[config.mk]
export PLATFORM = sky130hd
export DESIGN_NAME = fpe_clip
export DESIGN_NICKNAME = d
export VERILOG_FILES = /design/src/rtl/core/fpe_pkg.sv /design/src/rtl/core/fpe_clip.sv
export SDC_FILE = /design/constraint.sdc
export NUM_CORES = 2
export LEC_CHECK = 0
export BUFFER_PORTS_ARGS = -buffer_cell sky130_fd_sc_hd__buf_2
export CELL_PAD_IN_SITES_DETAIL_PLACEMENT = 1
export CELL_PAD_IN_SITES_GLOBAL_PLACEMENT = 1
export CORE_AREA = 3 3 392 394
export CTS_CLUSTER_SIZE = 30
export DETAILED_ROUTE_END_ITERATION = 10
export DIE_AREA = 0 0 395 397
export GPL_TIMING_DRIVEN = 0
export MAX_ROUTING_LAYER = met4
export PLACE_DENSITY_LB_ADDON = 0.1
export SKIP_LAST_GASP = 1
export SYNTH_ARGS = -nofsm -noshare
export SYNTH_HDL_FRONTEND = slang
export SYNTH_SLANG_ARGS = --single-unit
[constraint.sdc]
create_clock -name clk_i -period 5.97 [get_ports clk_i]
set_input_delay 0.2985 -clock clk_i [delete_from_list [all_inputs] [get_ports clk_i]]
set_output_delay 0.2985 -clock clk_i [all_outputs]
set_load 0.05 [all_outputs]
[src/rtl/core/fpe_pkg.sv]
`timescale 1ns / 1ps

package fpe_pkg;

  // fixed field widths
  localparam int unsigned ElemWidth       = 32;
  localparam int unsigned CoefWidth       = 32;
  localparam int unsigned FracBitsDefault = 16;
  localparam int unsigned MatDepth        = 16;
  localparam int unsigned MatAddrW        = 4;

  // normalized magnitudes keep this many bits before squaring
  localparam int unsigned ScaledBits = 30;

  // matrix select codes
  localparam logic SelProjection = 1'b0;
  localparam logic SelModelview  = 1'b1;

  // plane codes
  localparam logic [2:0] PlaneRight  = 3'd0;
  localparam logic [2:0] PlaneLeft   = 3'd1;
  localparam logic [2:0] PlaneBottom = 3'd2;
  localparam logic [2:0] PlaneTop    = 3'd3;
  localparam logic [2:0] PlaneFar    = 3'd4;
  localparam logic [2:0] PlaneNear   = 3'd5;
  localparam logic [2:0] LastPlane   = PlaneNear;

  // clip matrix column codes
  localparam logic [1:0] ColX = 2'd0;
  localparam logic [1:0] ColY = 2'd1;
  localparam logic [1:0] ColZ = 2'd2;
  localparam logic [1:0] ColW = 2'd3;

  typedef struct packed {
    logic                        matrix_select;
    logic [MatAddrW-1:0]         element_index;
    logic signed [ElemWidth-1:0] element_value;
    logic                        compute_now;
  } in_beat_t;

  typedef struct packed {
    logic [2:0]                  plane_index;
    logic signed [CoefWidth-1:0] coef_a;
    logic signed [CoefWidth-1:0] coef_b;
    logic signed [CoefWidth-1:0] coef_c;
    logic signed [CoefWidth-1:0] coef_d;
    logic                        degenerate;
    logic                        last_plane;
  } out_beat_t;

  typedef enum logic [1:0] {
    TOP_IDLE,
    TOP_CLIP,
    TOP_PLANE,
    TOP_WAIT
  } top_state_e;

  typedef enum logic [2:0] {
    NORM_IDLE,
    NORM_SHIFT,
    NORM_SQUARE,
    NORM_ROOT,
    NORM_DIVIDE,
    NORM_DONE
  } norm_state_e;

  // column combined with the w column for each plane
  function automatic logic [1:0] plane_col(input logic [2:0] pl);
    logic [1:0] col;
    unique case (pl)
      PlaneRight, PlaneLeft: col = ColX;
      PlaneBottom, PlaneTop: col = ColY;
      default:               col = ColZ;
    endcase
    return col;
  endfunction

  // plane takes w minus the column instead of w plus it
  function automatic logic plane_sub(input logic [2:0] pl);
    logic sub;
    unique case (pl)
      PlaneRight, PlaneTop, PlaneFar: sub = 1'b1;
      default:                        sub = 1'b0;
    endcase
    return sub;
  endfunction

endpackage

[src/rtl/core/fpe_clip.sv]
`timescale 1ns / 1ps

module fpe_clip #(
  parameter int unsigned FRAC_BITS = fpe_pkg::FracBitsDefault,
  localparam int unsigned ClipW = 2 * fpe_pkg::ElemWidth + 2 - FRAC_BITS
) (
  input  logic                                  clk_i,
  input  logic                                  rst_ni,
  input  logic                                  start_i,
  output logic                                  rd_en_o,
  output logic [fpe_pkg::MatAddrW-1:0]          mv_addr_o,
  output logic [fpe_pkg::MatAddrW-1:0]          pj_addr_o,
  input  logic signed [fpe_pkg::ElemWidth-1:0]  mv_data_i,
  input  logic signed [fpe_pkg::ElemWidth-1:0]  pj_data_i,
  output logic                                  done_o,
  output logic signed [ClipW-1:0]               clip_o [4][4]
);

  localparam int unsigned ProdW = 2 * fpe_pkg::ElemWidth;

  logic                    busy_q;
  logic [5:0]              cnt_q;
  logic                    v1_q, v2_q, done_q;
  logic [5:0]              tag1_q, tag2_q;
  logic signed [ProdW-1:0] prod_q;
  logic signed [ClipW-1:0] acc_q;
  logic signed [ClipW-1:0] clip_q [4][4];

  logic signed [ProdW-1-FRAC_BITS:0] prod_sh;
  logic signed [ClipW-1:0]           acc_sum;

  // issue order: row, column, then the inner index
  assign rd_en_o   = busy_q;
  assign mv_addr_o = {cnt_q[5:4], cnt_q[1:0]};
  assign pj_addr_o = {cnt_q[1:0], cnt_q[3:2]};

  // floored product summed into the running entry
  assign prod_sh = prod_q[ProdW-1:FRAC_BITS];
  assign acc_sum = ((tag2_q[1:0] == 2'd0) ? '0 : acc_q) + ClipW'(prod_sh);

  // read sequencer
  always_ff @(posedge clk_i or negedge rst_ni) begin
    if (!rst_ni) begin
      busy_q <= 1'b0;
      cnt_q  <= '0;
      v1_q   <= 1'b0;
      v2_q   <= 1'b0;
      done_q <= 1'b0;
    end else begin
      v1_q   <= busy_q;
      v2_q   <= v1_q;
      done_q <= v2_q && (tag2_q == 6'd63);
      if (start_i) begin
        busy_q <= 1'b1;
        cnt_q  <= '0;
      end else if (busy_q) begin
        cnt_q <= cnt_q + 6'd1;
        if (cnt_q == 6'd63) begin
          busy_q <= 1'b0;
        end
      end
    end
  end

  // multiply and accumulate
  always_ff @(posedge clk_i) begin
    tag1_q <= cnt_q;
    tag2_q <= tag1_q;
    prod_q <= mv_data_i * pj_data_i;
    if (v2_q) begin
      acc_q <= acc_sum;
      if (tag2_q[1:0] == 2'd3) begin
        clip_q[tag2_q[5:4]][tag2_q[3:2]] <= acc_sum;
      end
    end
  end

  assign done_o = done_q;
  assign clip_o = clip_q;

endmodule

==> metrics <==
run status finished, violations left; violated checks negative setup slack; worst min path class reg2reg; Bufs on Longest Clock Path 3; launch point of the worst hold path tag1_q[0]; combinational family with the most area after synthesis adder cells; transition time at the pin with the least slew margin between 1 and 1.5 ns; proportion of synthesized area in mux cells 0.000323; minimum period implied by the final worst setup slack around 6.9 ns; Area Overhead vs Synth 29.2%; drt via density 5.37; fraction of layout instances using a drive strength above 1 0.301; grt total ovfl 0; kind of end point of the critical path flop; summed area of non-filler cells in the final layout approximately 85000 um^2; number of synthesis warnings 0; Yosys cell types 72; Achievable Freq roughly 150 MHz; maximum level of the CTS H-tree 3; Slew HR 0.231; Port-buffer cells a little under 900; total nets after synthesis roughly 6.6k; number of buffers added by the clock tree synthesis step 95; Clock Sinks 920; net count of the finished layout 7879; highest fanout seen on the critical path 10; number of max-capacitance violations reported 0; wire length reported by the detailed router 267000 um; parity-gate share of the synthesized area counting xor and xnor cells 0.0150; GRT Util Overall 0.348; horizontal die dimension 395 um; global-route wire length before repair about 380000 um; startpoint of the worst register-to-register path tag2_q[1]; top-level I/O count 877; area share of fa/ha/maj cells after synthesis 0.372; most common cell after layout, fill and taps aside sky130_fd_sc_hd__fa_1; post-detailed-route wirelength per cell around 31 um; combined area of all synthesized cells 65900 um^2; drt pass-1 iters 7; setup violators final 43; flip-flop cell with the highest count after synthesis sky130_fd_sc_hd__edfxtp_1; RSZ-0062 raised after global routing yes; required time at the endpoint of the critical path between 6 and 7 ns; die area between 150000 and 200000 um^2; kind of launch point of the worst setup path input port; maximum number of pins on one net before global-route repair between 40 and 50; gp weighted congestion around 0.99; Starting DRT DRC Count 3843; TritonCTS clock tree yes; starting density of the core 0.439; arrival time of the worst setup path 7.48 ns; commonest non-fill, non-tap cells in the layout 990 x sky130_fd_sc_hd__fa_1, 965 x sky130_fd_sc_hd__inv_1, 850 x sky130_fd_sc_hd__edfxtp_1; clock input transition at the sequential cells of the worst setup and hold paths around 0.07 ns; largest clock skew in the final design approximately 0.053 ns; synthesized flop and latch total 920; final period utilization 1.15; path type of the worst setup path in2reg; initial antenna violation count 16; cells after synthesis between 5k and 6k; simple-gate portion of the synthesized area 0.102; fraction of the yosys area taken by sequential cells 0.409; average instance area after synthesis roughly 13 um^2; final hold violation count 0; final antenna-violating net count 0; max-slew violations 0; final HPWL from detailed placement 213000 um; Post-DP Area ~75000 um^2; area of the core 150000 um^2; overall die height roughly 400 um; Clk Tree Root Cell sky130_fd_sc_hd__clkbuf_16; number of placement rows 142; insertion delay to the later sink of the worst-skew pair slightly above 0.7 ns; launching instance or port of the critical path pj_data_i[14]; share of synthesized registers carrying an async set or reset 0.0109; overall via count from detail_route between 40k and 50k; number of enable-type register cells in the synthesized netlist 850; number of global-route vias before repair around 50k; number of remaining DRC errors 0; post-synthesis compound-gate area fraction 0.0315; Worst Setup Slack, final -0.923 ns
## logic make-up (layout without fill, tap and decap cells)
family	count (synthesis)	after routing
simple gates	1314	1314
fa+ha+maj	1312	1312
buf+inv	1221	2614
flops	920	920
compound gates	307	307
xor+xnor	113	113
mux	2	2
other cells	0	15
## layout make-up
| cell class | instances | area (um^2) |
|---|---|---|
| Fill cell | 15182 | 64900 |
| Multi-Input combinational cell | 3048 | 36300 |
| Sequential cell | 920 | 27000 |
| Timing Repair Buffer | 1220 | 8580 |
| Inverter | 1004 | 3790 |
| Buffer | 211 | 3760 |
| Tap cell | 2016 | 2520 |
| Clock buffer | 112 | 2500 |
| Clock inverter | 67 | 731 |
| Antenna cell | 15 | 37.5 |
## stage by stage
stage	setup slack [ns]	hold slack, ns	util	std cells	setup TNS, ns
after CTS	-0.691	0.332	0.561	8535	-15.98
after detailed placement	-3.07	0.173	0.501	8171	-104.10
final	-0.923	0.326	0.568	8613	-23.30
after global routing	-1.02	0.334	0.568	8606	-28.94
after floorplan	-0.874	0.00291	-	5189	-17.74
after global placement	-5.09	0.172	0.489	8081	-1995.84
## cells in the mapped netlist, drive strengths merged, types with 11 or more instances
master / number / area [um^2]
nand4: 23 / 144
a21oi: 97 / 500
and2: 531 / 3320
dfxtp: 60 / 1200
a21o: 49 / 369
o21ai: 43 / 215
ha: 230 / 2880
nor2b: 77 / 482
nand2b: 15 / 93.8
nand2: 524 / 1970
nor2: 65 / 244
fa: 1082 / 21700
clkbuf: 204 / 766
nand3: 27 / 140
a31oi: 13 / 81.3
xnor2: 81 / 709
o211ai: 11 / 82.6
a211oi: 12 / 95.1
o21bai: 18 / 135
o21a: 13 / 97.6
edfxtp: 850 / 25500
xor2: 32 / 280
nor3: 14 / 70.1
buf: 13 / 80.1
inv: 1004 / 3770
## what timing repair did
| action | in CTS | in global routing |
|---|---|---|
| gates cloned | 9 | 3 |
| pin swaps | 214 | 129 |
| endpoints found under the hold margin | 17 | 0 |
| hold buffers | 3 | 0 |
| endpoints found under the setup margin | 48 | 46 |
| resized for setup | 887 | 133 |
| setup buffers | 180 | 65 |
## routing by layer
| metal | vias up | track usage | part of all wire |
|---|---|---|---|
| li1 | 18817 | - | - |
| met1 | 24676 | 0.444 | 0.39 |
| met2 | 2256 | 0.556 | 0.48 |
| met3 | 499 | 0.0656 | 0.082 |
| met4 | 0 | 0.133 | 0.046 |
| met5 | - | - | 0 |
## state kept, by name (all words and copies together), names as in the netlist
signal,flops
tag1_q,6
rd_en_o,1
acc_q,50
cnt_q,6
v1_q,1
tag2_q,6
v2_q,1
prod_q,48
done_o,1
clip_o,800
## critical path, stage by stage
cell,delay [ns]
sky130_fd_sc_hd__buf_4,0.16
sky130_fd_sc_hd__clkbuf_8,0.19
sky130_fd_sc_hd__and2_1,0.19
sky130_fd_sc_hd__fa_1,0.51
sky130_fd_sc_hd__fa_1,0.56
sky130_fd_sc_hd__inv_1,0.08
sky130_fd_sc_hd__fa_1,0.56
sky130_fd_sc_hd__inv_1,0.07
sky130_fd_sc_hd__fa_2,0.36
sky130_fd_sc_hd__fa_1,0.55
sky130_fd_sc_hd__fa_1,0.43
sky130_fd_sc_hd__fa_1,0.52
sky130_fd_sc_hd__inv_1,0.07
sky130_fd_sc_hd__fa_1,0.49
sky130_fd_sc_hd__inv_1,0.07
sky130_fd_sc_hd__ha_4,0.24
sky130_fd_sc_hd__a21oi_4,0.18
sky130_fd_sc_hd__o21bai_4,0.09
sky130_fd_sc_hd__a21o_1,0.17
sky130_fd_sc_hd__a2111o_1,0.45
sky130_fd_sc_hd__a41oi_4,0.35
sky130_fd_sc_hd__o2111ai_4,0.22
sky130_fd_sc_hd__a211oi_4,0.36
sky130_fd_sc_hd__o311ai_2,0.12
sky130_fd_sc_hd__xor2_1,0.16
## worst paths after layout
kind	to	slack, ns	depth (start not counted)
max in group asynchronous	v2_q	4.99	3
setup / recovery	prod_q[59]	-0.92	25
setup reg to reg	clip_o[249]	0.63	15
hold reg to reg	tag2_q[0]	0.33	0
hold / removal	tag2_q[0]	0.33	0
min in group asynchronous	done_o	0.64	3
Power is not shown: default switching activity piles up to over one toggle a cycle in this logic, so the estimate is an artifact.
