**src/rtl/core/fpe_pkg.sv**
```systemverilog
`timescale 1ns / 1ps

package fpe_pkg;

  // fixed field widths
  localparam int unsigned ElemWidth       = 32;
  localparam int unsigned CoefWidth       = 32;
  localparam int unsigned FracBitsDefault = 16;
  localparam int unsigned MatDepth        = 16;
  localparam int unsigned MatAddrW        = 4;

  // normalized magnitudes keep this many bits before squaring
  localparam int unsigned ScaledBits = 30;

  // matrix select codes
  localparam logic SelProjection = 1'b0;
  localparam logic SelModelview  = 1'b1;

  // plane codes
  localparam logic [2:0] PlaneRight  = 3'd0;
  localparam logic [2:0] PlaneLeft   = 3'd1;
  localparam logic [2:0] PlaneBottom = 3'd2;
  localparam logic [2:0] PlaneTop    = 3'd3;
  localparam logic [2:0] PlaneFar    = 3'd4;
  localparam logic [2:0] PlaneNear   = 3'd5;
  localparam logic [2:0] LastPlane   = PlaneNear;

  // clip matrix column codes
  localparam logic [1:0] ColX = 2'd0;
  localparam logic [1:0] ColY = 2'd1;
  localparam logic [1:0] ColZ = 2'd2;
  localparam logic [1:0] ColW = 2'd3;

  typedef struct packed {
    logic                        matrix_select;
    logic [MatAddrW-1:0]         element_index;
    logic signed [ElemWidth-1:0] element_value;
    logic                        compute_now;
  } in_beat_t;

  typedef struct packed {
    logic [2:0]                  plane_index;
    logic signed [CoefWidth-1:0] coef_a;
    logic signed [CoefWidth-1:0] coef_b;
    logic signed [CoefWidth-1:0] coef_c;
    logic signed [CoefWidth-1:0] coef_d;
    logic                        degenerate;
    logic                        last_plane;
  } out_beat_t;

  typedef enum logic [1:0] {
    TOP_IDLE,
    TOP_CLIP,
    TOP_PLANE,
    TOP_WAIT
  } top_state_e;

  typedef enum logic [2:0] {
    NORM_IDLE,
    NORM_SHIFT,
    NORM_SQUARE,
    NORM_ROOT,
    NORM_DIVIDE,
    NORM_DONE
  } norm_state_e;

  // column combined with the w column for each plane
  function automatic logic [1:0] plane_col(input logic [2:0] pl);
    logic [1:0] col;
    unique case (pl)
      PlaneRight, PlaneLeft: col = ColX;
      PlaneBottom, PlaneTop: col = ColY;
      default:               col = ColZ;
    endcase
    return col;
  endfunction

  // plane takes w minus the column instead of w plus it
  function automatic logic plane_sub(input logic [2:0] pl);
    logic sub;
    unique case (pl)
      PlaneRight, PlaneTop, PlaneFar: sub = 1'b1;
      default:                        sub = 1'b0;
    endcase
    return sub;
  endfunction

endpackage

```
**src/rtl/core/fpe_norm.sv**
```systemverilog
`timescale 1ns / 1ps

module fpe_norm #(
  parameter int unsigned FRAC_BITS = fpe_pkg::FracBitsDefault,
  localparam int unsigned PlaneW = 2 * fpe_pkg::ElemWidth + 3 - FRAC_BITS
) (
  input  logic                      clk_i,
  input  logic                      rst_ni,
  input  logic                      start_i,
  input  logic [2:0]                plane_i,
  input  logic signed [PlaneW-1:0]  comp_i [4],
  input  logic                      ack_i,
  output logic                      done_o,
  output fpe_pkg::out_beat_t        res_o
);

  localparam int unsigned MagW  = PlaneW;
  localparam int unsigned SB    = fpe_pkg::ScaledBits;
  localparam int unsigned CW    = fpe_pkg::CoefWidth;
  localparam int unsigned CntW  = $clog2(MagW);
  localparam int unsigned StepW = $clog2(FRAC_BITS + SB + MagW);
  localparam int unsigned RootW = 2 * SB + 2;
  localparam int unsigned RootIW = $clog2(SB + 1);
  localparam int unsigned LenW  = SB + 1;
  localparam int unsigned QW    = CW + 1;

  fpe_pkg::norm_state_e state_q, state_d;

  logic [MagW-1:0]   mag_q [4];
  logic [3:0]        neg_q;
  logic [MagW-1:0]   sh_q [3];
  logic [CntW-1:0]   cnt_q;
  logic [1:0]        sq_j_q;
  logic [RootW-1:0]  sq_acc_q;
  logic [RootW-1:0]  n_q, res_q;
  logic [RootIW-1:0] root_i_q;
  logic [1:0]        coef_j_q;
  logic [StepW-1:0]  steps_q, step_q;
  logic [LenW-1:0]   rem_q;
  logic [MagW-1:0]   fd_q;
  logic [QW-1:0]     q_q;
  logic              big_q;
  logic [CW-1:0]     coef_q [4];
  logic              degen_q;
  logic [2:0]        plane_q;

  logic [MagW-1:0]   in_mag [4];
  logic [3:0]        in_neg;
  logic              in_zero;
  logic              top_set;
  logic [MagW-1:0]   sh_sel;
  logic [SB-1:0]     sq_a;
  logic [2*SB-1:0]   sq_prod;
  logic [RootW-1:0]  sq_sum;
  logic [RootW-1:0]  root_bit;
  logic [RootW:0]    root_try;
  logic              root_ge;
  logic [LenW-1:0]   len_w;
  logic [LenW:0]     div_r2, div_sub;
  logic              div_ge;
  logic [LenW-1:0]   rem_next;
  logic [QW-1:0]     q_next, cap, mq;
  logic              big_next, sat, neg_sel;
  logic [CW-1:0]     coef_val;
  logic              step_last;

  // magnitudes and signs of the incoming plane
  always_comb begin
    for (int j = 0; j < 4; j++) begin
      in_neg[j] = comp_i[j][PlaneW-1];
      in_mag[j] = in_neg[j] ? MagW'(-comp_i[j]) : MagW'(comp_i[j]);
    end
    in_zero = ~|(in_mag[0] | in_mag[1] | in_mag[2]);
  end

  assign top_set = sh_q[0][MagW-1] | sh_q[1][MagW-1] | sh_q[2][MagW-1];

  // sum of squares, one term a cycle
  always_comb begin
    unique case (sq_j_q)
      2'd0:    sh_sel = sh_q[0];
      2'd1:    sh_sel = sh_q[1];
      default: sh_sel = sh_q[2];
    endcase
  end
  assign sq_a    = sh_sel[MagW-1 -: SB];
  assign sq_prod = sq_a * sq_a;
  assign sq_sum  = sq_acc_q + RootW'(sq_prod);

  // integer square root step
  assign root_bit = RootW'(1) << (2 * root_i_q);
  assign root_try = {1'b0, res_q} + {1'b0, root_bit};
  assign root_ge  = {1'b0, n_q} >= root_try;

  // restoring division step
  assign len_w     = (res_q[LenW-1:0] == '0) ? LenW'(1) : res_q[LenW-1:0];
  assign div_r2    = {rem_q, fd_q[MagW-1]};
  assign div_ge    = div_r2 >= {1'b0, len_w};
  assign div_sub   = div_r2 - {1'b0, len_w};
  assign rem_next  = div_ge ? div_sub[LenW-1:0] : div_r2[LenW-1:0];
  assign q_next    = {q_q[QW-2:0], div_ge};
  assign big_next  = big_q | q_q[QW-1];
  assign step_last = (step_q == StepW'(1));

  // saturate and apply the sign
  assign neg_sel  = neg_q[coef_j_q];
  assign cap      = (QW'(1) << (CW - 1)) - QW'(!neg_sel);
  assign sat      = big_next || (q_next > cap);
  assign mq       = sat ? cap : q_next;
  assign coef_val = neg_sel ? CW'(-mq) : CW'(mq);

  // state register
  always_ff @(posedge clk_i or negedge rst_ni) begin
    if (!rst_ni) begin
      state_q <= fpe_pkg::NORM_IDLE;
    end else begin
      state_q <= state_d;
    end
  end

  // next state
  always_comb begin
    state_d = state_q;
    unique case (state_q)
      fpe_pkg::NORM_IDLE: begin
        if (start_i) begin
          state_d = in_zero ? fpe_pkg::NORM_DONE : fpe_pkg::NORM_SHIFT;
        end
      end
      fpe_pkg::NORM_SHIFT: begin
        if (top_set) begin
          state_d = fpe_pkg::NORM_SQUARE;
        end
      end
      fpe_pkg::NORM_SQUARE: begin
        if (sq_j_q == 2'd2) begin
          state_d = fpe_pkg::NORM_ROOT;
        end
      end
      fpe_pkg::NORM_ROOT: begin
        if (root_i_q == '0) begin
          state_d = fpe_pkg::NORM_DIVIDE;
        end
      end
      fpe_pkg::NORM_DIVIDE: begin
        if (step_last && (coef_j_q == 2'd3)) begin
          state_d = fpe_pkg::NORM_DONE;
        end
      end
      fpe_pkg::NORM_DONE: begin
        if (ack_i) begin
          state_d = fpe_pkg::NORM_IDLE;
        end
      end
      default: state_d = fpe_pkg::NORM_IDLE;
    endcase
  end

  // datapath
  always_ff @(posedge clk_i) begin
    unique case (state_q)
      fpe_pkg::NORM_IDLE: begin
        if (start_i) begin
          for (int j = 0; j < 4; j++) begin
            mag_q[j]  <= in_mag[j];
            coef_q[j] <= '0;
          end
          for (int j = 0; j < 3; j++) begin
            sh_q[j] <= in_mag[j];
          end
          neg_q    <= in_neg;
          degen_q  <= in_zero;
          plane_q  <= plane_i;
          cnt_q    <= '0;
          sq_j_q   <= '0;
          sq_acc_q <= '0;
        end
      end
      fpe_pkg::NORM_SHIFT: begin
        if (!top_set) begin
          for (int j = 0; j < 3; j++) begin
            sh_q[j] <= sh_q[j] << 1;
          end
          cnt_q <= cnt_q + CntW'(1);
        end
        steps_q <= StepW'(FRAC_BITS + SB) + StepW'(cnt_q);
      end
      fpe_pkg::NORM_SQUARE: begin
        sq_acc_q <= sq_sum;
        sq_j_q   <= sq_j_q + 2'd1;
        if (sq_j_q == 2'd2) begin
          n_q      <= sq_sum;
          res_q    <= '0;
          root_i_q <= RootIW'(SB);
        end
      end
      fpe_pkg::NORM_ROOT: begin
        if (root_ge) begin
          n_q   <= n_q - root_try[RootW-1:0];
          res_q <= (res_q >> 1) + root_bit;
        end else begin
          res_q <= res_q >> 1;
        end
        root_i_q <= root_i_q - RootIW'(1);
        coef_j_q <= '0;
        rem_q    <= '0;
        q_q      <= '0;
        big_q    <= 1'b0;
        fd_q     <= mag_q[0];
        step_q   <= steps_q;
      end
      fpe_pkg::NORM_DIVIDE: begin
        rem_q  <= rem_next;
        q_q    <= q_next;
        big_q  <= big_next;
        fd_q   <= fd_q << 1;
        step_q <= step_q - StepW'(1);
        if (step_last) begin
          coef_q[coef_j_q] <= coef_val;
          coef_j_q         <= coef_j_q + 2'd1;
          rem_q            <= '0;
          q_q              <= '0;
          big_q            <= 1'b0;
          fd_q             <= mag_q[2'(coef_j_q + 2'd1)];
          step_q           <= steps_q;
        end
      end
      default: begin
      end
    endcase
  end

  assign done_o            = (state_q == fpe_pkg::NORM_DONE);
  assign res_o.plane_index = plane_q;
  assign res_o.coef_a      = coef_q[0];
  assign res_o.coef_b      = coef_q[1];
  assign res_o.coef_c      = coef_q[2];
  assign res_o.coef_d      = coef_q[3];
  assign res_o.degenerate  = degen_q;
  assign res_o.last_plane  = (plane_q == fpe_pkg::LastPlane);

endmodule

```
**config.mk**
```make
export PLATFORM = sky130hd
export DESIGN_NAME = fpe_norm
export DESIGN_NICKNAME = d
export VERILOG_FILES = /design/src/rtl/core/fpe_pkg.sv /design/src/rtl/core/fpe_norm.sv
export SDC_FILE = /design/constraint.sdc
export NUM_CORES = 2
export LEC_CHECK = 0
export BUFFER_PORTS_ARGS = -buffer_cell sky130_fd_sc_hd__buf_2
export CORE_UTILIZATION = 50
export CTS_CLUSTER_DIAMETER = 100
export DETAILED_ROUTE_END_ITERATION = 16
export HOLD_SLACK_MARGIN = 0.1
export PLACE_DENSITY = 0.74
export RECOVER_POWER = 25
export SLEW_MARGIN = 10
export SYNTH_ARGS = -nofsm -noshare
export SYNTH_HDL_FRONTEND = slang
export SYNTH_SLANG_ARGS = --single-unit
```
**constraint.sdc**
```tcl
create_clock -name clk_i -period 11.4 [get_ports clk_i]
set_input_delay 1.14 -clock clk_i [delete_from_list [all_inputs] [get_ports clk_i]]
set_output_delay 1.14 -clock clk_i [all_outputs]
set_load 0.005 [all_outputs]
```
==> results.yml <==
status:
  outcome: "finished with violations"
  violations: "max-capacitance violations, max-slew violations"
drt:
  vias: 60400
  detail_route.wirelength_um: 239000
  drc: 0
  ant_nets: 0
  first_iter_violations: 5716
  viasPerCell: 5.89
  firstDrtPassIters: 9
  wl_per_cell_um: 23.3
synth:
  synth_area_leaders: "edfxtp_1, fa_1, ha_1"
  synth_fa_ha_area_share_pct: 27.5
  synth_simple_gate_area_share_pct: 13.9
  yosys.area.top_type: "edfxtp_1"
  synth_top_family_by_area: "adder cells"
  synthesis.nets: 9293
  synth_top_area_share_pct: 32.4
  yosysUniqueCellTypes: 84
  synth_compound_area_share_pct: 11.0
  syn-cell-area_um2: 76400
  ys_ff_latch: 827
  netlist_instances: 7860
  synth.area.mux_share_pct: 2.01
  synth-xor-area-share_pct: 5.49
  avgSynthCellArea_um2: 9.73
  ys_warn_count: 0
  synth_edf_count: 824
  synthArstFlopShare_pct: 0.363
  seq_area_frac_synth_pct: 32.5
  synth_flop_cell: "edfxtp_1"
global_route:
  grt_use_total_pct: 31.0
  grt_pass1_vias: 60300
  antenna_found_initial: 50
  overflow: 0
  grt_max_degree: 138
  grt_pass1_wl_um: 360000
final_layout:
  drive_gt1_share_pct: 7.96
  register_area_um2: 24800
  nets: 9572
  final_cell_mix: "inv_1, nor2_1, edfxtp_1"
  fillers: 13300
  final_common_cell: "inv_1"
  area_delta_synth_final_pct: 9.59
  post-route-util_pct: 55.1
  multiInputGateArea_um2: 45900
sta:
  holdWs_ps: 211
  fin_tns_setup_ps: 0
  max_freq_mhz: 93.2
  slew_violations: 883
  rsz0062_at_grt: "no"
  finalHoldViolCount: 0
  fin_crit_sh_pct: 94.1
  tightestPinTransition_ps: 6030
  fin_crit_ps: 10730
  slew_headroom_pct: -304
  setup_viol: 0
  clock_skew_ps: 64.4
pwr:
  peakVddDrop_uv: 148
  total_power_mw: 6.90
  p_leak_nw: 36.4
  powerDensity_nw_per_um2: 82.4
critical_path:
  required_ps: 11710
  worstSetupPathType: "register to register"
  start_kind: "register"
  r2r-start: "sq_j_q[0]"
  worstPathMaxFanout: 17
  endpoint_kind: "register"
  cp.arrival_ps: 11050
  critPathMaxStageDelay_ps: 710
  ff2ff_path_depth: 28
  cp_common_cell: "fa_1"
  reg2reg_slack_ps: 670
  cp_top_family: "adder cells"
  path_buf_inv: 5
  reg2reg_to: "n_q[60]"
  slowest_stage: "clkinv_1"
place:
  port_buffers: 344
  hpwl_um: 184000
  gp_congestion: 1.05
cts:
  numCtsBuffers: 93
  clkTransAtPathRegs_ps: 70
  clockBufferDepth: 3
  cts_root_buf: "clkbuf_16"
  cts_htree_levels: 3
  cts-resized-gates: 0
  cts_hold_buf: 0
  cts_setup_buffers: 0
  cts_tree: "yes"
  clk_latency_ps: 750
  clock_sinks: 827
floorplan:
  core_area_um2: 152000
  dieWidth_um: 393
  rows: 143
  die_height_um: 393
  die-area_um2: 154000
  start_util_pct: 50.3
  io_pins: 345
job:
  drv_cap: 14
hold_path:
  hp-class: "input pin to asynchronous set/reset pin"
## worst max-delay path by stage
| stage | from | end | slack, ps | cells after the start |
|---|---|---|---|---|
| 6_report | sq_j_q[0] | n_q[60] | 670 | 28 |
| 2_1_floorplan | root_i_q[3] | n_q[0] | 210 | 24 |
| 3_3_place_gp | sq_j_q[0] | n_q[60] | 1090 | 27 |
| 4_1_cts | sq_j_q[0] | n_q[55] | 920 | 30 |
| 3_5_place_dp | sq_j_q[0] | n_q[55] | 890 | 30 |
| 5_1_grt | sq_j_q[0] | n_q[50] | 240 | 31 |
## state kept, by name (all words and copies together), names as in the netlist
register  cells
state_q       3
cnt_q         6
mag_q       204
plane_q       3
coef_j_q      2
root_i_q      5
fd_q         51
res_q        62
sq_j_q        2
rem_q        31
big_q         1
steps_q       7
coef_q      128
degen_q       1
sq_acc_q     62
sh_q        153
step_q        7
neg_q         4
q_q          33
n_q          62
## routing by layer
layer  GRT usage (%)  vias up  share of wire, %
met2            49.6     3010                47
li1                -    27000                 -
met1            37.8    29600                37
met3            8.64      730                10
met4            17.1       60               6.3
met5               0        -              0.16
## per-stage QoR
| stage | setup slack [ps] | instances | cell area [µm²] |
|---|---|---|---|
| global placement | 1090 | 10100 | 80800 |
| floorplan | 213 | 7860 | 76400 |
| global route | 242 | 10300 | 83700 |
| detailed placement | 895 | 10100 | 80800 |
| CTS | 919 | 10200 | 84000 |
| finish | 669 | 10300 | 83800 |
## kinds of logic after synthesis
kind of cell / after synthesis
multiplexers: 89
adder cells (fa/ha/maj): 1222
flip-flops: 827
AND/OR/NAND/NOR: 2388
buffers and inverters: 1554
XOR/XNOR: 479
AO/OA/AOI/OAI: 1301
## Yosys cell counts (all sizes together), types with 67 or more instances
library cell / count
nand2: 716
fa: 763
a21oi: 300
nor2: 1011
nor4: 72
ha: 459
o31ai: 89
o21ai: 304
nor3: 79
nand4: 68
edfxtp: 824
clkbuf: 280
xnor2: 288
a31oi: 132
a21o: 100
xor2: 191
and3: 67
inv: 1232
nand3: 74
## cell type report
cell class,instances,share of cell area [%]
clock inverters,68,0.962
well taps,2030,3.03
diodes,23,0.0687
multi-input cells,5479,54.8
repair buffers,496,3.16
flip-flops and latches,827,29.6
clock buffers,103,2.82
inverters,1242,5.57
## where the power goes
group | internal (mW) | switching, mW | leakage [nW] | total [mW]
registers | 3.33 | 0 | 7.24 | 3.33
clock network | 1.79 | 1.39 | 1.52 | 3.18
logic | 0.127 | 0.264 | 27.7 | 0.391
Power figures use the tool's default switching activity.
