**src/rtl/core/fpe_ram.sv**
```systemverilog
`timescale 1ns / 1ps

module fpe_ram #(
  parameter int unsigned WIDTH = 32,
  parameter int unsigned DEPTH = 16,
  localparam int unsigned AddrW = $clog2(DEPTH)
) (
  input  logic             clk_i,
  input  logic             we_i,
  input  logic [AddrW-1:0] waddr_i,
  input  logic [WIDTH-1:0] wdata_i,
  input  logic             re_i,
  input  logic [AddrW-1:0] raddr_i,
  output logic [WIDTH-1:0] rdata_o
);

  logic [WIDTH-1:0] mem_q [DEPTH];

  // one write port, one registered read port
  always_ff @(posedge clk_i) begin
    if (we_i) begin
      mem_q[waddr_i] <= wdata_i;
    end
    if (re_i) begin
      rdata_o <= mem_q[raddr_i];
    end
  end

endmodule

```
**config.mk**
```make
export PLATFORM = sky130hd
export DESIGN_NAME = fpe_ram
export DESIGN_NICKNAME = d
export VERILOG_FILES = /design/src/rtl/core/fpe_ram.sv
export SDC_FILE = /design/constraint.sdc
export NUM_CORES = 1
export LEC_CHECK = 0
export BUFFER_PORTS_ARGS = -buffer_cell sky130_fd_sc_hd__buf_2
export CORE_ASPECT_RATIO = 1.4
export CORE_MARGIN = 8
export CORE_UTILIZATION = 60
export CTS_CLUSTER_DIAMETER = 40
export DETAILED_ROUTE_END_ITERATION = 7
export PLACE_DENSITY_LB_ADDON = 0.12
export SETUP_SLACK_MARGIN = 0.15
export SYNTH_ARGS = -nofsm -noshare
export SYNTH_HDL_FRONTEND = slang
export SYNTH_SLANG_ARGS = --single-unit
export TNS_END_PERCENT = 5
```
**constraint.sdc**
```tcl
create_clock -name clk_i -period 10 [get_ports clk_i]
set_input_delay 0 -clock clk_i [delete_from_list [all_inputs] [get_ports clk_i]]
set_output_delay 0 -clock clk_i [all_outputs]
set_load 0.05 [all_outputs]
```
==> summary.md, run 1 <==
| Metric | Value |
|---|---|
| Pwr Total | `4.59 mW` |
| Int Power | `3.64 mW` |
| Hold Fails Final Rpt | `0` |
| Die area | `0.0398 mm2` |
| DRT antenna net count | `0` |
| Initial antenna violation count | `0` |
| Critical Path RT | `10310 ps` |
| Arr. time, crit path | `slightly above 3000 ps` |
| Via density | `6.40` |
| DRC | `0` |
| Detailed Route WL | `around 42 mm` |
| Largest net degree at the start of global routing | `66` |
| GRT overflow | `0` |
| Max-slew violations | `0` |
| Wirelength per Cell | `29.0 um` |
| Mapped cell area | `0.0202 mm2` |
| Reg power frac | `a little under three fifths` |
| Sequential fraction of the synthesis area | `between 80% and 90%` |
| Clock transition at path regs | `70 ps` |
| Crit share post-route | `27.3%` |
| Least-Margin Pin Slew | `about 1100 ps` |
| Sw Pwr | `0.948 mW` |
| Worst path cell trace | `clkbuf_8 > buf_4 > buf_4 > mux4_2 > a22oi_1 > nand2_1` |
| Die height | `233 um` |
| Root Driver | `clkbuf_16` |
| Die width | `171 um` |
| Class of the worst hold path | `in2reg` |
| Core area | `0.0332 mm2` |
| DR iter-0 viols | `952` |
| CP top delay family | `buffers and inverters` |
| Fin Clk Skew | `18.9 ps` |
| Post-synthesis cell count | `~840` |
| Most used DFF post-synth | `edfxtp_1` |
| Vias in the first global route | `between 9000 and 10000` |
| Yosys top cell by area | `edfxtp_1` |
| Vias | `~9300` |
| Later-pin clock latency in the skew report | `about 560 ps` |
| Post-synth top cells | `544 x edfxtp_1, 128 x mux4_2, 64 x a22oi_1` |
| Synthesized area per cell | `24.1 um2` |
| PwrDens | `199 mW/mm2` |
| Tmin final | `2730 ps` |
| Port bufs | `74` |
| RSZ-0062 raised after global routing | `no` |
| Critical path class | `in2reg` |
| Leakage | `7.34 nW` |
| Top cells by area, synth | `edfxtp_1 81%, mux4_2 14%, a22oi_1 2.4%` |
| Most common cell in the netlist | `edfxtp_1` |
| Setup TNS Final | `0 ps` |
| Ant diodes | `0` |
| EDFF count, synth | `544` |
| Sw Share | `20.7%` |
| Fmax | `366 MHz` |
| Combinational power share | `around 5.7%` |
| DR pass1 iterations | `5` |
| Final #Nets | `1016` |
| CTS tree | `done` |
| Postcts setup bufs | `0` |
| Core Rows | `between 70 and 80` |
| CP Buf/Inv Count | `3` |
| Max-cap viol count | `0` |
| Slew Limit Headroom | `24.0%` |
| H-tree depth | `2` |
| Post-synthesis cell type count | `17` |
| Initial core utilization | `60.7%` |
| Critical Path End Type | `flop` |
| Worst path max stage delay | `840 ps` |
| CP Launch Type | `input port` |
| All-Layer GR Usage | `21.9%` |
| Syn nets | `slightly below 900` |
| DPL Wire Length | `20.2 mm` |
| Max clock buf depth | `3` |
| #FFs+latches synth | `between 500 and 600` |
| CP max stage cell | `buf_4` |
| First-pass GRT wire length | `62.7 mm` |
| Area Growth Syn to Fin | `14.0%` |
| Crit path top cell by count | `buf_4` |
| Top-area cell type share of the netlist area | `about four fifths` |
| Ys async rst share | `0%` |
| CP max FO | `47` |
| Sink Count | `544` |
| Layout cells sized above 1 | `30.4%` |
| Clock share of power | `38.0%` |
| Maximum vdd drop | `158 uV` |
| Status | `complete, no violations` |
| # setup viols final | `0` |
| Total CTS buffers | `47` |
| Gp weighted congestion | `0.714` |
| Synth warn | `0` |
| I/O pin count | `75` |
## final timing paths
kind | start | endpoint | slack, ps | cells after the start
setup / recovery | raddr_i[0] | rdata_o[16] | 7270 | 6
hold / removal | waddr_i[2] | mem_q[2][16] | 160 | 3
setup reg to reg | mem_q[3][11] | rdata_o[11] | 8560 | 3
hold reg to reg | mem_q[14][28] | rdata_o[28] | 740 | 3
## cell type report
cell class | instances | area, um2
Clock buffer | 58 | 1260
Clock inverter | 27 | 215
Fill cell | 2048 | 10200
Multi-Input combinational cell | 251 | 3750
Sequential cell | 544 | 16300
Tap cell | 445 | 557
Timing Repair Buffer | 129 | 875
## layout by cell type, fill, tap and decap left out
cell | Yosys | routed
nor2_4 | 0 | 13
buf_4 | 11 | 24
nor3_2 | 0 | 4
clkinvlp_4 | 0 | 3
clkinv_1 | 0 | 14
clkbuf_16 | 0 | 49
bufinv_16 | 0 | 3
mux4_2 | 128 | 128
nand3_1 | 1 | 1
nand2_1 | 33 | 33
clkinv_2 | 0 | 3
inv_6 | 0 | 1
edfxtp_1 | 544 | 544
nand3b_1 | 2 | 2
clkinv_4 | 0 | 3
dlygate4sd3_1 | 0 | 32
clkbuf_8 | 0 | 1
nand2b_1 | 2 | 2
nor2b_4 | 0 | 2
a22oi_1 | 64 | 64
or3b_2 | 1 | 1
clkbuf_1 | 17 | 9
and2_1 | 1 | 1
buf_2 | 4 | 72
## flip-flops by register name, indices dropped and copies added, names as in the netlist
register	cells
rdata_o	32
mem_q	512
## layer usage
metal / global-route usage, % / vias to the layer above / share of wire (%)
met5: 0 / - / 0
met4: 5.83 / 0 / 2.0
met3: 3.21 / 59 / 6.7
met2: 36.4 / 381 / 51
met1: 30.3 / 5004 / 40
li1: - / 3864 / -
## worst reg2reg max path, cell delays in order, from the launching register on
cell and delay [ps]:
edfxtp_1 360, mux4_2 470, a22oi_1 210, nand2_1 130
## through the flow
stage          area [um2]  setup WS [ps]  std cells  util, %  hold WS [ps]
3_3_place_gp        21200           6650       1337     63.8           341
6_report            23000           7270       1454     69.2           162
5_1_grt             23000           6900       1454     69.2           180
4_1_cts             23000           7120       1454     69.2           146
3_5_place_dp        21200           6500       1337     63.8           372
2_1_floorplan       20200           6820        838        -          98.9
## kinds of logic (layout without fill, tap and decap cells)
kind of cell	count (synthesis)	in the layout	share of synthesized area [%]
buffers and inverters	43	214	1.10
muxes	128	128	14.3
and+or+nand+nor	59	59	1.25
AOI/OAI and AO/OA	64	64	2.38
DFF	544	544	81.0
## power groups by stage
| stage | Combinational [mW] | Sequential (mW) | Clock [mW] |
|---|---|---|---|
| floorplan | 0.123 | 2.67 | 0 |
| global placement | 0.246 | 2.63 | 0 |
| detailed placement | 0.253 | 2.63 | 0 |
| CTS | 0.264 | 2.58 | 1.77 |
| global route | 0.277 | 2.59 | 1.85 |
| finish | 0.261 | 2.58 | 1.74 |
## what timing repair did
item / CTS / global route
hold buffers: 32 / 0
hold endpoints to repair: 512 / 0
gates resized for setup: 0 / 0
Power figures use the tool's default switching activity.
==> run 2, diff against run 1 <==
CORE_UTILIZATION = 55   (was 60)
clock period = 2.2 ns   (was 10 ns; I/O delays follow)
==> summary.md, run 2 (synthesis results as in run 1) <==
| Metric | Value |
|---|---|
| Fin Clk Skew | `9.70 ps` |
| Int Power | `17.1 mW` |
| All-Layer GR Usage | `20.4%` |
| Final #Nets | `around 1000` |
| Clock share of power | `40.1%` |
| Setup TNS Final | `0 ps` |
| Initial antenna violation count | `0` |
| Status | `complete, no violations` |
| Vias | `9289` |
| CP Launch Type | `flop` |
| Layout cells sized above 1 | `32.2%` |
| DPL Wire Length | `21.4 mm` |
| DRC | `0` |
| Root Driver | `clkbuf_16` |
| Core area | `0.0365 mm2` |
| Worst r2r src | `mem_q[3][1]` |
| Core Rows | `83` |
| Hold path depth | `4` |
| Class of the worst hold path | `in2reg` |
| Crit share post-route | `65.0%` |
| Hold WS | `87.5 ps` |
| GRT overflow | `0` |
| PwrDens | `920 mW/mm2` |
| Cells after DPL | `between 1000 and 1500` |
| Max-slew violations | `0` |
| Later-pin clock latency in the skew report | `570 ps` |
| Critical path class | `reg2reg` |
| Total CTS buffers | `53` |
| Most frequent cells in the layout | `544 x edfxtp_1, 128 x mux4_2, 72 x buf_2, 64 x a22oi_1, 53 x clkbuf_16` |
| Initial core utilization | `between 50% and 60%` |
| Gp weighted congestion | `0.717` |
| Largest net degree at the start of global routing | `77` |
| CP max FO | `1` |
| Max clock buf depth | `3` |
| DR pass1 iterations | `5` |
| Largest regs | `mem_q x512, rdata_o x32` |
| Arr. time, crit path | `1740 ps` |
| Combinational power share | `5.7%` |
| I/O pin count | `75` |
| Via density | `6.19` |
| Die width | `178 um` |
| Area Growth Syn to Fin | `16.6%` |
| DR iter-0 viols | `approximately 830` |
| H-tree depth | `2` |
| RSZ-0062 raised after global routing | `no` |
| Finished Layout Cells | `1501` |
| Fmax | `between 600 and 700 MHz` |
| Clock transition at path regs | `60 ps` |
| DRT antenna net count | `0` |
| Ant diodes | `0` |
| Fillcell total | `~2400` |
| Sw Pwr | `4.58 mW` |
| Critical Path End Type | `flop` |
| Postcts setup bufs | `0` |
| Tmin final | `approximately 1400 ps` |
| Leakage | `approximately 7.6 nW` |
| Reg2Reg Depth | `3` |
| Register area | `0.0163 mm2` |
| Most flop-heavy register | `mem_q` |
| Max-cap viol count | `0` |
| Detailed Route WL | `43.1 mm` |
| Min-Delay Endpoint | `rdata_o[12]` |
| Reg power frac | `54.3%` |
| Max reg flops | `512` |
| R2R setup slack | `770 ps` |
| Critical Path RT | `2510 ps` |
| Least-Margin Pin Slew | `around 640 ps` |
| Vias in the first global route | `between 9000 and 10000` |
| Die area | `between 0.04 and 0.05 mm2` |
| Sink Count | `544` |
| Worst reg2reg path endpoint | `rdata_o[1]` |
| Worst Min Path Start | `raddr_i[0]` |
| First-pass GRT wire length | `63.9 mm` |
| CTS tree | `done` |
| Port bufs | `74` |
| # setup viols final | `0` |
| Pwr Total | `21.6 mW` |
| Wirelength per Cell | `28.7 um` |
| Slew Limit Headroom | `57.6%` |
| Die height | `243 um` |
| Multi-input gate area | `0.00376 mm2` |
| Sw Share | `21.2%` |
| Commonest non-fill, non-tap cell in the layout | `edfxtp_1` |
| Hold Fails Final Rpt | `0` |
| Maximum vdd drop | `651 uV` |
[run 2: metrics by stage]
stage	util (%)	worst slack (ps)	instance area, um2
6_report	64.5	771	23500
3_3_place_gp	59.1	473	21500
5_1_grt	64.5	702	23500
2_1_floorplan	-	-679	20200
4_1_cts	64.5	761	23500
3_5_place_dp	59.1	459	21500
[run 2: layer usage]
| metal | vias to the layer above | track usage [%] | routed length [um] |
|---|---|---|---|
| li1 | 3912 | - | - |
| met4 | 0 | 5.70 | 819 |
| met1 | 4938 | 28.9 | 17100 |
| met3 | 65 | 2.73 | 3360 |
| met5 | - | 0 | 0 |
| met2 | 374 | 33.2 | 21800 |
[run 2: how the worst max path moves through the flow]
stage | start | to | slack [ps] | cells after the start
6_report | mem_q[3][1] | rdata_o[1] | 770 | 3
3_5_place_dp | raddr_i[0] | rdata_o[18] | 460 | 5
5_1_grt | mem_q[11][11] | rdata_o[11] | 700 | 3
3_3_place_gp | raddr_i[0] | rdata_o[15] | 470 | 5
2_1_floorplan | waddr_i[3] | mem_q[4][0] | -680 | 2
4_1_cts | mem_q[3][1] | rdata_o[1] | 760 | 3
[run 2: repair_timing]
item,CTS,global route
gates resized for setup,0,0
hold buffers,33,0
endpoints found under the hold margin,526,0
[run 2: layout make-up]
type | count | share of cell area, %
Tap cell | 467 | 2.48
Clock inverter | 36 | 1.32
Timing Repair Buffer | 142 | 4.99
Multi-Input combinational cell | 251 | 16.0
Sequential cell | 544 | 69.4
Clock buffer | 61 | 5.77
[run 2: critical path, stage by stage (launching register included)]
cell,delay [ps]
edfxtp_1,370
mux4_2,470
a22oi_1,230
nand2_1,100
[run 2: power by group through the flow]
stage	clock, mW	combinational [mW]	sequential (mW)
final	8.67	1.22	11.7
after global routing	9.21	1.31	11.8
after CTS	8.82	1.24	11.7
after detailed placement	0	1.19	12.0
after global placement	0	1.16	11.9
after floorplan	0	0.558	12.1
==> run 3, diff against run 2 <==
clock period = 1.2 ns   (was 2.2 ns; I/O delays follow)
==> summary.md, run 3 (synthesis results as in run 1) <==
| Metric | Value |
|---|---|
| # setup viols final | `33` |
| Largest regs | `mem_q x512, rdata_o x32` |
| Max reg flops | `512` |
| First-pass GRT wire length | `between 60 and 70 mm` |
| Crit path from | `mem_q[15][22]` |
| Critical Path RT | `1500 ps` |
| Min-Delay Endpoint | `mem_q[0][22]` |
| Port bufs | `74` |
| Gp weighted congestion | `0.725` |
| Crit share post-route | `118%` |
| GRT overflow | `0` |
| Slew Limit Headroom | `72.0%` |
| Arr. time, crit path | `1710 ps` |
| DR iter-0 viols | `731` |
| DRC | `0` |
| Postcts setup bufs | `0` |
| Fin util | `67.6%` |
| PwrDens | `1610 mW/mm2` |
| Die area | `between 0.04 and 0.05 mm2` |
| Most flop-heavy register | `mem_q` |
| H-tree depth | `2` |
| Worst r2r src | `mem_q[15][22]` |
| Sw Share | `20.7%` |
| Detailed Route WL | `44.0 mm` |
| Sw Pwr | `8.20 mW` |
| RSZ-0062 raised after global routing | `yes` |
| R2R setup slack | `-210 ps` |
| Vias | `9359` |
| Status | `finished with violations` |
| Core area | `0.0365 mm2` |
| Max-cap viol count | `0` |
| Pwr Total | `39.7 mW` |
| Leakage | `7.93 nW` |
| Most frequent cells in the layout | `544 x edfxtp_1, 128 x mux4_2, 53 x clkbuf_16, 52 x a22oi_2, 49 x buf_12` |
| Hold Fails Final Rpt | `0` |
| Failing checks | `negative setup slack` |
| Fmax | `slightly above 700 MHz` |
| Reg power frac | `54.3%` |
| Sink Count | `544` |
| Clock share of power | `39.0%` |
| Initial core utilization | `55.3%` |
| I/O pin count | `75` |
| Setup ws final | `-214 ps` |
| Combinational power share | `6.8%` |
| Ant diodes | `0` |
| Int Power | `31.5 mW` |
| Area Growth Syn to Fin | `22.2%` |
| Clock transition at path regs | `about 60 ps` |
| Later-pin clock latency in the skew report | `570 ps` |
| Hold WS | `69.5 ps` |
| Largest net degree at the start of global routing | `34` |
| Least-Margin Pin Slew | `419 ps` |
| Die height | `243 um` |
| Core Rows | `83` |
| All-Layer GR Usage | `between 20% and 30%` |
| Die width | `178 um` |
| DPL Wire Length | `~25 mm` |
| Critical path class | `reg2reg` |
| Maximum vdd drop | `1640 uV` |
| Tmin final | `1410 ps` |
| Total CTS buffers | `50` |
| Class of the worst hold path | `in2reg` |
| CP Launch Type | `flop` |
| Fin Clk Skew | `15.8 ps` |
| Final #Nets | `1071` |
| Setup TNS Final | `-4690 ps` |
| Fillcell total | `about 2300` |
| Critical Path End Type | `flop` |
| DR pass1 iterations | `5` |
| DRT antenna net count | `0` |
| Layout cells sized above 1 | `approximately two fifths` |
| Wirelength per Cell | `between 20 and 30 um` |
| Hold path depth | `4` |
| Max clock buf depth | `3` |
| CP max FO | `1` |
| Initial antenna violation count | `0` |
| Reg2Reg Depth | `3` |
| Max-slew violations | `0` |
| Via density | `6.11` |
| CTS tree | `done` |
| Commonest non-fill, non-tap cell in the layout | `edfxtp_1` |
| Root Driver | `clkbuf_16` |
| Worst Min Path Start | `waddr_i[0]` |
| Worst reg2reg path endpoint | `rdata_o[22]` |
| Vias in the first global route | `10123` |
run 3: power by group through the flow:
stage	Sequential, mW	Combinational (mW)	Clock [mW]
5_1_grt	21.6	2.84	16.4
2_1_floorplan	22.2	1.04	0
4_1_cts	21.6	2.68	15.8
3_3_place_gp	21.9	2.33	0
6_report	21.5	2.68	15.5
3_5_place_dp	21.9	2.39	0
run 3: layer usage:
layer / track usage [%] / share of wire (%) / vias to the layer above
met5: 0 / 0 / -
li1: - / - / 3984
met1: 26.0 / 38 / 5024
met3: 3.34 / 5.2 / 77
met2: 36.7 / 54 / 274
met4: 6.27 / 2.5 / 0
run 3: final cells by class:
type | instances | area, um2 | share of cell area, %
clock buffer | 63 | 1360 | 5.53
clock inverter | 27 | 249 | 1.01
multi-input combinational | 251 | 4040 | 16.4
sequential | 544 | 16300 | 66.3
tap | 467 | 584 | 2.37
timing repair buffer | 181 | 2080 | 8.44
run 3: worst max path at each step:
stage	to	slack, ps	depth (start not counted)
2_1_floorplan	mem_q[0][0]	-510	2
3_3_place_gp	rdata_o[22]	-430	5
3_5_place_dp	rdata_o[22]	-480	5
4_1_cts	rdata_o[22]	-240	3
5_1_grt	rdata_o[25]	-270	3
6_report	rdata_o[22]	-210	3
run 3: repair_timing:
action,CTS,global route
pin swaps,54,10
setup endpoints to repair,64,64
resized for setup,100,16
endpoints found under the hold margin,544,0
hold buffers,33,0
run 3: stage by stage:
| stage | std cells | instance area (um2) | worst slack (ps) |
|---|---|---|---|
| after floorplan | 838 | 20300 | -509 |
| after global placement | 1410 | 22200 | -434 |
| after detailed placement | 1410 | 22200 | -483 |
| after CTS | 1533 | 24600 | -244 |
| after global routing | 1533 | 24600 | -273 |
| final | 1533 | 24600 | -214 |
run 3: worst max-delay path, stage by stage (launching register included):
cell and delay, ps:
edfxtp_1 380, mux4_2 510, a22oi_2 150, nand2_1 100
